File: src/rtl/core/cpq_pkg.sv
// Package with the types and constants of the prefetch request queue.
`default_nettype none
package cpq_pkg;
    localparam int QUEUE_DEPTH = 16;
    localparam int MAX_POP_BURST = 16;
    localparam int IDX_W = $clog2(QUEUE_DEPTH);
    localparam int CNT_W = $clog2(QUEUE_DEPTH + 1);
    localparam int PAGE_W = 26;
    localparam int ENTRY_W = PAGE_W + 8 + 16 + 32;

    localparam logic [1:0] OP_HINT = 2'd0;
    localparam logic [1:0] OP_POP = 2'd1;
    localparam logic [1:0] OP_CANCEL = 2'd2;

    localparam logic [3:0] ST_ACCEPTED = 4'd0;
    localparam logic [3:0] ST_COAL_QUEUED = 4'd1;
    localparam logic [3:0] ST_COAL_BUSY = 4'd2;
    localparam logic [3:0] ST_INVALID = 4'd3;
    localparam logic [3:0] ST_FULL = 4'd4;
    localparam logic [3:0] ST_POPPED = 4'd5;
    localparam logic [3:0] ST_STALE = 4'd6;
    localparam logic [3:0] ST_EMPTY = 4'd7;
    localparam logic [3:0] ST_CANCEL_DONE = 4'd8;

    localparam logic [2:0] CFG_ENABLE = 3'd0;
    localparam logic [2:0] CFG_EXITING = 3'd1;
    localparam logic [2:0] CFG_LIMIT = 3'd2;
    localparam logic [2:0] CFG_SPACE = 3'd3;
    localparam logic [2:0] CFG_GEN = 3'd4;

    typedef struct packed {
        logic [PAGE_W-1:0] page;
        logic [7:0]        space;
        logic [15:0]       generation;
        logic [31:0]       id;
    } entry_t;

    typedef struct packed {
        logic        en;
        logic [IDX_W-1:0] addr;
        entry_t      data;
    } mem_wr_t;
endpackage
`default_nettype wire

File: src/rtl/core/cpq_entry_ram.sv
// Entry store of the queue: one write port, one registered read port.
`default_nettype none
module cpq_entry_ram
    import cpq_pkg::*;
(
    input  wire logic             clk,
    input  wire mem_wr_t          wr,
    input  wire logic [IDX_W-1:0] rd_addr,
    output entry_t                rd_data
);
    entry_t mem [QUEUE_DEPTH];

    always_ff @(posedge clk)
    begin
        if (wr.en)
        begin
            mem[wr.addr] <= wr.data;
        end
        rd_data <= mem[rd_addr];
    end
endmodule
`default_nettype wire

File: src/rtl/core/coalescing_prefetch_request_queue_core.sv
// Top level of the coalescing prefetch request queue.
// Requests arrive on the in channel (valid/stall): operation 0 is a hint,
// 1 a pop burst and 2 a cancel over [page_address, range_end) of one space.
// Results leave on the out channel (out_valid/out_stall), one per hint,
// cancel, empty pop or invalid operation and one per popped entry, with
// last_result on the final one. Configuration registers are written over
// cfg_valid/cfg_ready/cfg_index/cfg_data; the user writes them only while
// the block is idle, which it does not enforce. cfg_ready is always high.
// Entries live in one RAM with a single registered read port. A hint that
// passes the enable, exiting and limit checks reads and checks each queued
// entry until one matches, else enqueues or refuses it in the write step. A
// pop reads, checks and emits each entry it pops, waiting on a stalled result.
// A cancel reads each entry once; survivors go back in order behind the head.
// One request is worked on at a time; in_stall is high while busy.
// A stalled result register holds its value and the sequencer waits.
// Reset clears head, level, request id counter and configuration; RAM
// contents are left undefined and only the data of queued slots is used.
`default_nettype none
module coalescing_prefetch_request_queue_core
    import cpq_pkg::*;
(
    input  wire logic        clk,
    input  wire logic        rst_n,
    input  wire logic        in_valid,
    output logic             in_stall,
    input  wire logic [1:0]  operation,
    input  wire logic [37:0] page_address,
    input  wire logic [38:0] range_end,
    input  wire logic [7:0]  space_tag,
    input  wire logic        entry_present,
    input  wire logic        entry_swapped,
    input  wire logic        entry_busy,
    input  wire logic [4:0]  pop_budget,
    output logic             out_valid,
    input  wire logic        out_stall,
    output logic [3:0]       status,
    output logic [37:0]      out_page,
    output logic [7:0]       out_space,
    output logic [15:0]      out_generation,
    output logic [31:0]      out_request_id,
    output logic [4:0]       canceled_count,
    output logic [4:0]       queue_level,
    output logic             last_result,
    input  wire logic        cfg_valid,
    output logic             cfg_ready,
    input  wire logic [2:0]  cfg_index,
    input  wire logic [38:0] cfg_data
);
    typedef enum logic [5:0] {
        S_IDLE  = 6'b000001,
        S_READ  = 6'b000010,
        S_CHECK = 6'b000100,
        S_WRITE = 6'b001000,
        S_EMIT  = 6'b010000,
        S_WAIT  = 6'b100000
    } state_t;

    state_t state_reg, state_next;
    logic enable_reg, exiting_reg;
    logic [38:0] limit_reg;
    logic [7:0] cur_space_reg;
    logic [15:0] cur_gen_reg;
    logic [IDX_W-1:0] head_reg, head_next;
    logic [CNT_W-1:0] count_reg, count_next;
    logic [31:0] next_id_reg, next_id_next;
    logic [1:0] op_reg;
    logic [PAGE_W-1:0] page_reg;
    logic [11:0] offs_reg;
    logic [38:0] end_reg;
    logic [7:0] tag_reg;
    logic present_reg, swapped_reg, busy_reg;
    logic [CNT_W-1:0] budget_reg, budget_next;
    logic [CNT_W-1:0] scan_reg, scan_next;
    logic [CNT_W-1:0] kept_reg, kept_next;
    logic [CNT_W-1:0] popped_reg, popped_next;
    logic last_pop_reg, last_pop_next;

    logic ov_reg, ov_next;
    logic [3:0] st_reg, st_next;
    entry_t oe_reg, oe_next;
    logic [CNT_W-1:0] cc_reg, cc_next, lvl_reg, lvl_next;
    logic last_reg, last_next;

    mem_wr_t wr;
    logic [IDX_W-1:0] rd_addr;
    entry_t rd_data;

    logic in_acc;
    logic [PAGE_W-1:0] in_page;
    logic [4:0] bud_clamp;
    logic [38:0] rd_va;
    logic out_free;

    cpq_entry_ram u_ram (
        .clk(clk), .wr(wr), .rd_addr(rd_addr), .rd_data(rd_data)
    );

    assign in_stall = (state_reg != S_IDLE) || (ov_reg && out_stall);
    assign in_acc = in_valid && !in_stall;
    assign cfg_ready = 1'b1;
    assign out_free = !ov_reg || !out_stall;
    assign in_page = page_address[37:12];
    assign rd_va = {1'b0, rd_data.page, 12'd0};
    assign bud_clamp = (pop_budget > 5'(MAX_POP_BURST)) ? 5'(MAX_POP_BURST) : pop_budget;

    assign out_valid = ov_reg;
    assign status = st_reg;
    assign out_page = {oe_reg.page, 12'd0};
    assign out_space = oe_reg.space;
    assign out_generation = oe_reg.generation;
    assign out_request_id = oe_reg.id;
    assign canceled_count = 5'(cc_reg);
    assign queue_level = 5'(lvl_reg);
    assign last_result = last_reg;

    always_comb
    begin
        logic [IDX_W-1:0] slot;
        logic stale;
        logic in_range;
        state_next = state_reg;
        head_next = head_reg;
        count_next = count_reg;
        next_id_next = next_id_reg;
        budget_next = budget_reg;
        scan_next = scan_reg;
        kept_next = kept_reg;
        popped_next = popped_reg;
        last_pop_next = last_pop_reg;
        ov_next = ov_reg && out_stall;
        st_next = st_reg;
        oe_next = oe_reg;
        cc_next = cc_reg;
        lvl_next = lvl_reg;
        last_next = last_reg;
        wr = '0;
        slot = head_reg + IDX_W'(scan_reg);
        rd_addr = slot;
        stale = 1'b0;
        in_range = (rd_data.space == tag_reg) && (rd_va >= {1'b0, page_reg, offs_reg})
            && (rd_va < end_reg);
        case (state_reg)
            S_IDLE:
            begin
                if (in_acc)
                begin
                    scan_next = '0;
                    kept_next = '0;
                    popped_next = '0;
                    budget_next = (bud_clamp > 5'(count_reg)) ? count_reg : CNT_W'(bud_clamp);
                    state_next = S_READ;
                end
            end
            S_READ:
            begin
                state_next = S_CHECK;
                if (op_reg == OP_HINT)
                begin
                    if (!enable_reg || exiting_reg || ({1'b0, page_reg, 12'd0} >= limit_reg))
                    begin
                        st_next = ST_INVALID;
                        state_next = S_EMIT;
                    end
                    else if (scan_reg == count_reg)
                    begin
                        state_next = S_WRITE;
                    end
                end
                else if (op_reg == OP_POP)
                begin
                    if (budget_reg == '0)
                    begin
                        st_next = ST_EMPTY;
                        state_next = S_EMIT;
                    end
                    else
                    begin
                        rd_addr = head_reg;
                        // The next entry may only load the result register once
                        // the previous result has left it.
                        if (!out_free)
                        begin
                            state_next = S_READ;
                        end
                    end
                end
                else if (op_reg == OP_CANCEL)
                begin
                    if (scan_reg == count_reg)
                    begin
                        st_next = ST_CANCEL_DONE;
                        cc_next = count_reg - kept_reg;
                        count_next = kept_reg;
                        state_next = S_EMIT;
                    end
                end
                else
                begin
                    st_next = ST_INVALID;
                    state_next = S_EMIT;
                end
            end
            S_CHECK:
            begin
                if (op_reg == OP_HINT)
                begin
                    if (rd_data.space == cur_space_reg && rd_data.page == page_reg)
                    begin
                        st_next = ST_COAL_QUEUED;
                        state_next = S_EMIT;
                    end
                    else
                    begin
                        scan_next = scan_reg + 1'b1;
                        state_next = S_READ;
                    end
                end
                else if (op_reg == OP_POP)
                begin
                    stale = (rd_data.generation != cur_gen_reg)
                        || (rd_data.space != cur_space_reg) || (rd_va >= limit_reg);
                    st_next = stale ? ST_STALE : ST_POPPED;
                    oe_next = rd_data;
                    head_next = head_reg + 1'b1;
                    count_next = count_reg - 1'b1;
                    popped_next = popped_reg + 1'b1;
                    last_pop_next = (popped_reg + 1'b1 == budget_reg);
                    state_next = S_EMIT;
                end
                else
                begin
                    // Survivors are written back in order behind the head; the
                    // write slot never passes the read slot, so no unread entry
                    // is overwritten, even when the ring wraps.
                    if (!in_range)
                    begin
                        wr.en = 1'b1;
                        wr.addr = head_reg + IDX_W'(kept_reg);
                        wr.data = rd_data;
                        kept_next = kept_reg + 1'b1;
                    end
                    scan_next = scan_reg + 1'b1;
                    state_next = S_READ;
                end
            end
            S_WRITE:
            begin
                if (!present_reg || !swapped_reg || busy_reg)
                begin
                    st_next = (present_reg && busy_reg) ? ST_COAL_BUSY : ST_INVALID;
                end
                else if (count_reg == CNT_W'(QUEUE_DEPTH))
                begin
                    st_next = ST_FULL;
                end
                else
                begin
                    wr.en = 1'b1;
                    wr.addr = head_reg + IDX_W'(count_reg);
                    wr.data = '{page: page_reg, space: cur_space_reg,
                                generation: cur_gen_reg, id: next_id_reg};
                    next_id_next = next_id_reg + 1'b1;
                    count_next = count_reg + 1'b1;
                    st_next = ST_ACCEPTED;
                end
                state_next = S_EMIT;
            end
            S_EMIT:
            begin
                state_next = S_WAIT;
            end
            S_WAIT:
            begin
                if (out_free)
                begin
                    ov_next = 1'b1;
                    lvl_next = count_reg;
                    if (!(op_reg == OP_POP && budget_reg != '0))
                    begin
                        oe_next = '0;
                    end
                    if (op_reg != OP_CANCEL || st_reg != ST_CANCEL_DONE)
                    begin
                        cc_next = '0;
                    end
                    if (op_reg == OP_POP && budget_reg != '0 && !last_pop_reg)
                    begin
                        last_next = 1'b0;
                        state_next = S_READ;
                    end
                    else
                    begin
                        last_next = 1'b1;
                        state_next = S_IDLE;
                    end
                end
            end
            default:
            begin
                state_next = S_IDLE;
            end
        endcase
    end

    always_ff @(posedge clk or negedge rst_n)
    begin
        if (!rst_n)
        begin
            state_reg <= S_IDLE;
            head_reg <= '0;
            count_reg <= '0;
            next_id_reg <= '0;
            ov_reg <= 1'b0;
            enable_reg <= 1'b0;
            exiting_reg <= 1'b0;
            limit_reg <= '0;
            cur_space_reg <= '0;
            cur_gen_reg <= '0;
        end
        else
        begin
            state_reg <= state_next;
            head_reg <= head_next;
            count_reg <= count_next;
            next_id_reg <= next_id_next;
            ov_reg <= ov_next;
            if (cfg_valid && cfg_ready)
            begin
                case (cfg_index)
                    CFG_ENABLE:  enable_reg <= cfg_data[0];
                    CFG_EXITING: exiting_reg <= cfg_data[0];
                    CFG_LIMIT:   limit_reg <= cfg_data;
                    CFG_SPACE:   cur_space_reg <= cfg_data[7:0];
                    CFG_GEN:     cur_gen_reg <= cfg_data[15:0];
                    default:     ;
                endcase
            end
        end
    end

    always_ff @(posedge clk)
    begin
        budget_reg <= budget_next;
        scan_reg <= scan_next;
        kept_reg <= kept_next;
        popped_reg <= popped_next;
        last_pop_reg <= last_pop_next;
        st_reg <= st_next;
        oe_reg <= oe_next;
        cc_reg <= cc_next;
        lvl_reg <= lvl_next;
        last_reg <= last_next;
        if (in_acc)
        begin
            op_reg <= operation;
            page_reg <= in_page;
            offs_reg <= page_address[11:0];
            end_reg <= range_end;
            tag_reg <= space_tag;
            present_reg <= entry_present;
            swapped_reg <= entry_swapped;
            busy_reg <= entry_busy;
        end
    end
endmodule
`default_nettype wire

File: config.mk
export PLATFORM = sky130hd
export DESIGN_NAME = coalescing_prefetch_request_queue_core
export DESIGN_NICKNAME = d
export VERILOG_FILES = /design/src/rtl/core/cpq_pkg.sv /design/src/rtl/core/cpq_entry_ram.sv /design/src/rtl/core/coalescing_prefetch_request_queue_core.sv
export SDC_FILE = /design/constraint.sdc
export NUM_CORES = 2
export LEC_CHECK = 0
export BUFFER_PORTS_ARGS = -buffer_cell sky130_fd_sc_hd__buf_2
export CORE_MARGIN = 2
export CORE_UTILIZATION = 45
export CTS_CLUSTER_SIZE = 28
export DETAILED_ROUTE_END_ITERATION = 8
export GPL_TIMING_DRIVEN = 0
export PLACE_DENSITY_LB_ADDON = 0.3
export SLEW_MARGIN = 40
export SYNTH_ARGS = -nofsm -noshare
export SYNTH_HDL_FRONTEND = slang
export SYNTH_HIERARCHICAL = 1
export SYNTH_SLANG_ARGS = --single-unit
export TNS_END_PERCENT = 30
File: constraint.sdc
create_clock -name clk -period 11.41 [get_ports clk]
set_input_delay 2.282 -clock clk [delete_from_list [all_inputs] [get_ports clk]]
set_output_delay 2.282 -clock clk [all_outputs]
set_load 0.02 [all_outputs]
==> results by group <==
Global route
  • Initial antenna violation count: 15
  • Vias in the first global route: 37630
  • Met3 Usage GRT: 0.06203
  • Top Usage Layer GRT: met2
  • Met1 GRT Util: 0.3403
  • Grt ovf: 0
  • GRT Total Usage: 0.2465
  • Largest net degree at the start of global routing: 76
  • First-pass GRT wire length: approximately 270000 um
  • Met2 Usage GRT: 0.3853

Yosys
  • Yosys cell types: between 70 and 80
  • Post-synth EDFFs: roughly 1500
  • Post-synth top area share: 0.6686
  • Synth Instances: 3702
  • Seq/Total Area, Yosys: 0.7341
  • Syn avg cell area: between 15 and 20 sq um
  • Top post-synthesis cells by area: edfxtp_1 (67%), mux4_2 (11%), dfrtp_1 (4.1%)
  • Fraction of registers with async set/reset: 0.06589
  • Largest area contributor in the netlist: edfxtp_1
  • Dominant synthesized flop cell: edfxtp_1
  • Mapped cell area: approximately 68000 sq um
  • Flops & latches, synth: between 1500 and 2000
  • Syn. warnings: 6

STA
  • Count of final setup violators: 0
  • Slew HR: 0.3808
  • RSZ-0062 raised after global routing: no
  • Worst slew pin tran: 928.7 ps
  • Fin. Hold Viols: 0
  • Max Clock Freq: 0.1606 GHz
  • Tcrit/Tclk final: 0.5458
  • Fin. max-slew vios: 0
  • Worst hold slack: between 400 and 500 ps
  • Clk_skew: between 20 and 30 ps
  • Tmin final: 6228 ps

Setup path
  • Worst path bufs/invs: 9
  • Setup CP Type: register to register
  • CP max stage cell: clkbuf_2
  • Max incr delay on CP: 660 ps
  • Crit-path cells: inv_1 -> ha_1 -> nand4_1 -> or4_1 -> nor3_1 -> nand2_1 -> o2111a_1 -> a21oi_2 -> clkbuf_2 -> o21ai_0 -> or3b_2 -> nor3_2 -> buf_4 -> buf_4 -> buf_2 -> buf_4 -> buf_4 -> buf_4 -> buf_2
  • Largest fanout on the critical path: 10
  • Worst Path Arrival: approximately 6700 ps
  • Startpoint Class: register
  • CP top delay family: buffers and inverters
  • CP dominant cell by count: buf_4
  • Worst setup EP type: register
  • Critical Path RT: 11900 ps

Clock tree
  • TritonCTS clock tree: yes
  • Later-pin clock latency in the skew report: 810 ps
  • Cts bufs inserted: 174
  • # hold bufs at CTS: 0
  • CTS H-tree depth: 4
  • Max clock buf depth: 3
  • CTS Root Cell: clkbuf_16
  • Clk sinks: 1715
  • Post-CTS setup buffers: 0
  • PostCTS Resize Cnt: 0
  • Clock transition at path regs: about 60 ps

Floorplan
  • Die Wd: 393.5 um
  • Core Box Area: approximately 150000 sq um
  • Die height: 393.5 um
  • I/O pin cnt: roughly 250
  • Initial core utilization: 0.4542
  • Row count: 142
  • Die ar.: roughly 150000 sq um

Job
  • MaxCap Viol Count: 0

Routing
  • Pre-Repair DR Iteration Count: 6
  • Final WL: 192000 um
  • Starting DRT DRC Count: 5077
  • Per-cell routed wire length: 29.64 um
  • # DRC: 0
  • Via density: 5.933
  • Antenna Nets Post-Route: 0
  • Vias: 38440

Cells and area
  • Fin nets: 4582
  • Max reg flops: around 1300
  • Most frequent cells in the layout: edfxtp_1 (1520), mux4_2 (328), buf_2 (285)
  • Reg with most FFs: u_ram/mem
  • Most common cell after layout, fill and taps aside: edfxtp_1
  • Design Area, Final: ~80000 sq um
  • Area delta synth->final: 18.01%
  • Fraction of layout cells with a size suffix above 1: 0.2861
  • Largest registers: u_ram/mem x1312, u_ram/rd_data x82

Place
  • PortBufs: 240
  • Post-DP Area: 74930 sq um
  • Final HPWL DP: 131800 um
  • Routability-driven placement congestion ratio: 0.8287

Power and ir drop
  • Leakage power: 25.61 nW
  • Worst vdd ir: roughly 0.18 mV
  • PwrDens: 223.7 nW/um^2

Status
  • Outcome: complete, no violations

Min path
  • Hold crit path type: register to register
## area by class of cell
class | instances | area, sq um
antenna | 5 | 12.51
fill | 11650 | 69750
timing repair buffer | 416 | 3776
inverter | 102 | 390.4
multi-input combinational | 1713 | 17230
tap | 2016 | 2522
sequential | 1715 | 50110
clock inverter | 86 | 742.0
clock buffer | 242 | 4741
buffer | 183 | 1031
## cell usage after synthesis (all sizes together), types with 9 or more instances
| master | n |
|---|---|
| clkbuf | 93 |
| dfxtp | 82 |
| nand2b | 9 |
| xor2 | 38 |
| a22oi | 247 |
| edfxtp | 1520 |
| nor2 | 81 |
| nor3 | 17 |
| ha | 130 |
| nand4 | 31 |
| a21o | 28 |
| mux2 | 44 |
| buf | 90 |
| and2 | 89 |
| dfrtp | 112 |
| and3 | 11 |
| xnor2 | 62 |
| nand3 | 36 |
| inv | 102 |
| o21ai | 150 |
| nand2 | 250 |
| mux4 | 328 |
| a21oi | 47 |
| nor2b | 16 |
| nor4 | 13 |
## cell families after synthesis
group,after synthesis,synth area share
AOI/OAI and AO/OA,514,0.05093
buffers and inverters,285,0.01998
DFF,1715,0.7341
xor gates and xnor gates,100,0.01283
muxes,375,0.1159
adders and majority gates,135,0.02529
other,2,0.0001100
and+or+nand+nor,576,0.04084
## stage by stage
stage                       util  setup WS, ps  cells  total power [mW]   TNS, ps
final                     0.5360          5182   6478             18.02         0
after global routing      0.5359          4986   6473             18.71         0
after CTS                 0.5350          5244   6473             18.10         0
after detailed placement  0.4985          5309   6145             12.62         0
after global placement    0.4792         -6874   5969             12.52  -3551210
after floorplan                -          2421   3713             10.81         0
## metal layers
layer / vias up / share of wire
met3: 333 / 0.11
met1: 19910 / 0.40
li1: 16040 / -
met5: - / 0.00051
met2: 2149 / 0.47
met4: 10 / 0.031
## power by group
| group | internal (mW) | switching, mW | total (mW) |
|---|---|---|---|
| sequential | 7.23 | 0.461 | 7.69 |
| combinational | 1.98 | 2.85 | 4.82 |
| clock | 3.10 | 2.41 | 5.51 |
## path summary, 6_finish.rpt
path / startpoint / to / slack (ps) / cells after the start
hold reg to reg: next_id_reg[14] / next_id_reg[14] / 490 / 1
setup reg to reg: page_reg[24] / u_ram/mem[0][45] / 5180 / 19
max in group asynchronous: rst_n / cur_gen_reg[13] / 9210 / 2
setup / recovery: page_reg[24] / u_ram/mem[0][45] / 5180 / 19
hold / removal: next_id_reg[14] / next_id_reg[14] / 490 / 1
min in group asynchronous: rst_n / count_reg[0] / 1450 / 1
Power figures use the tool's default switching activity.
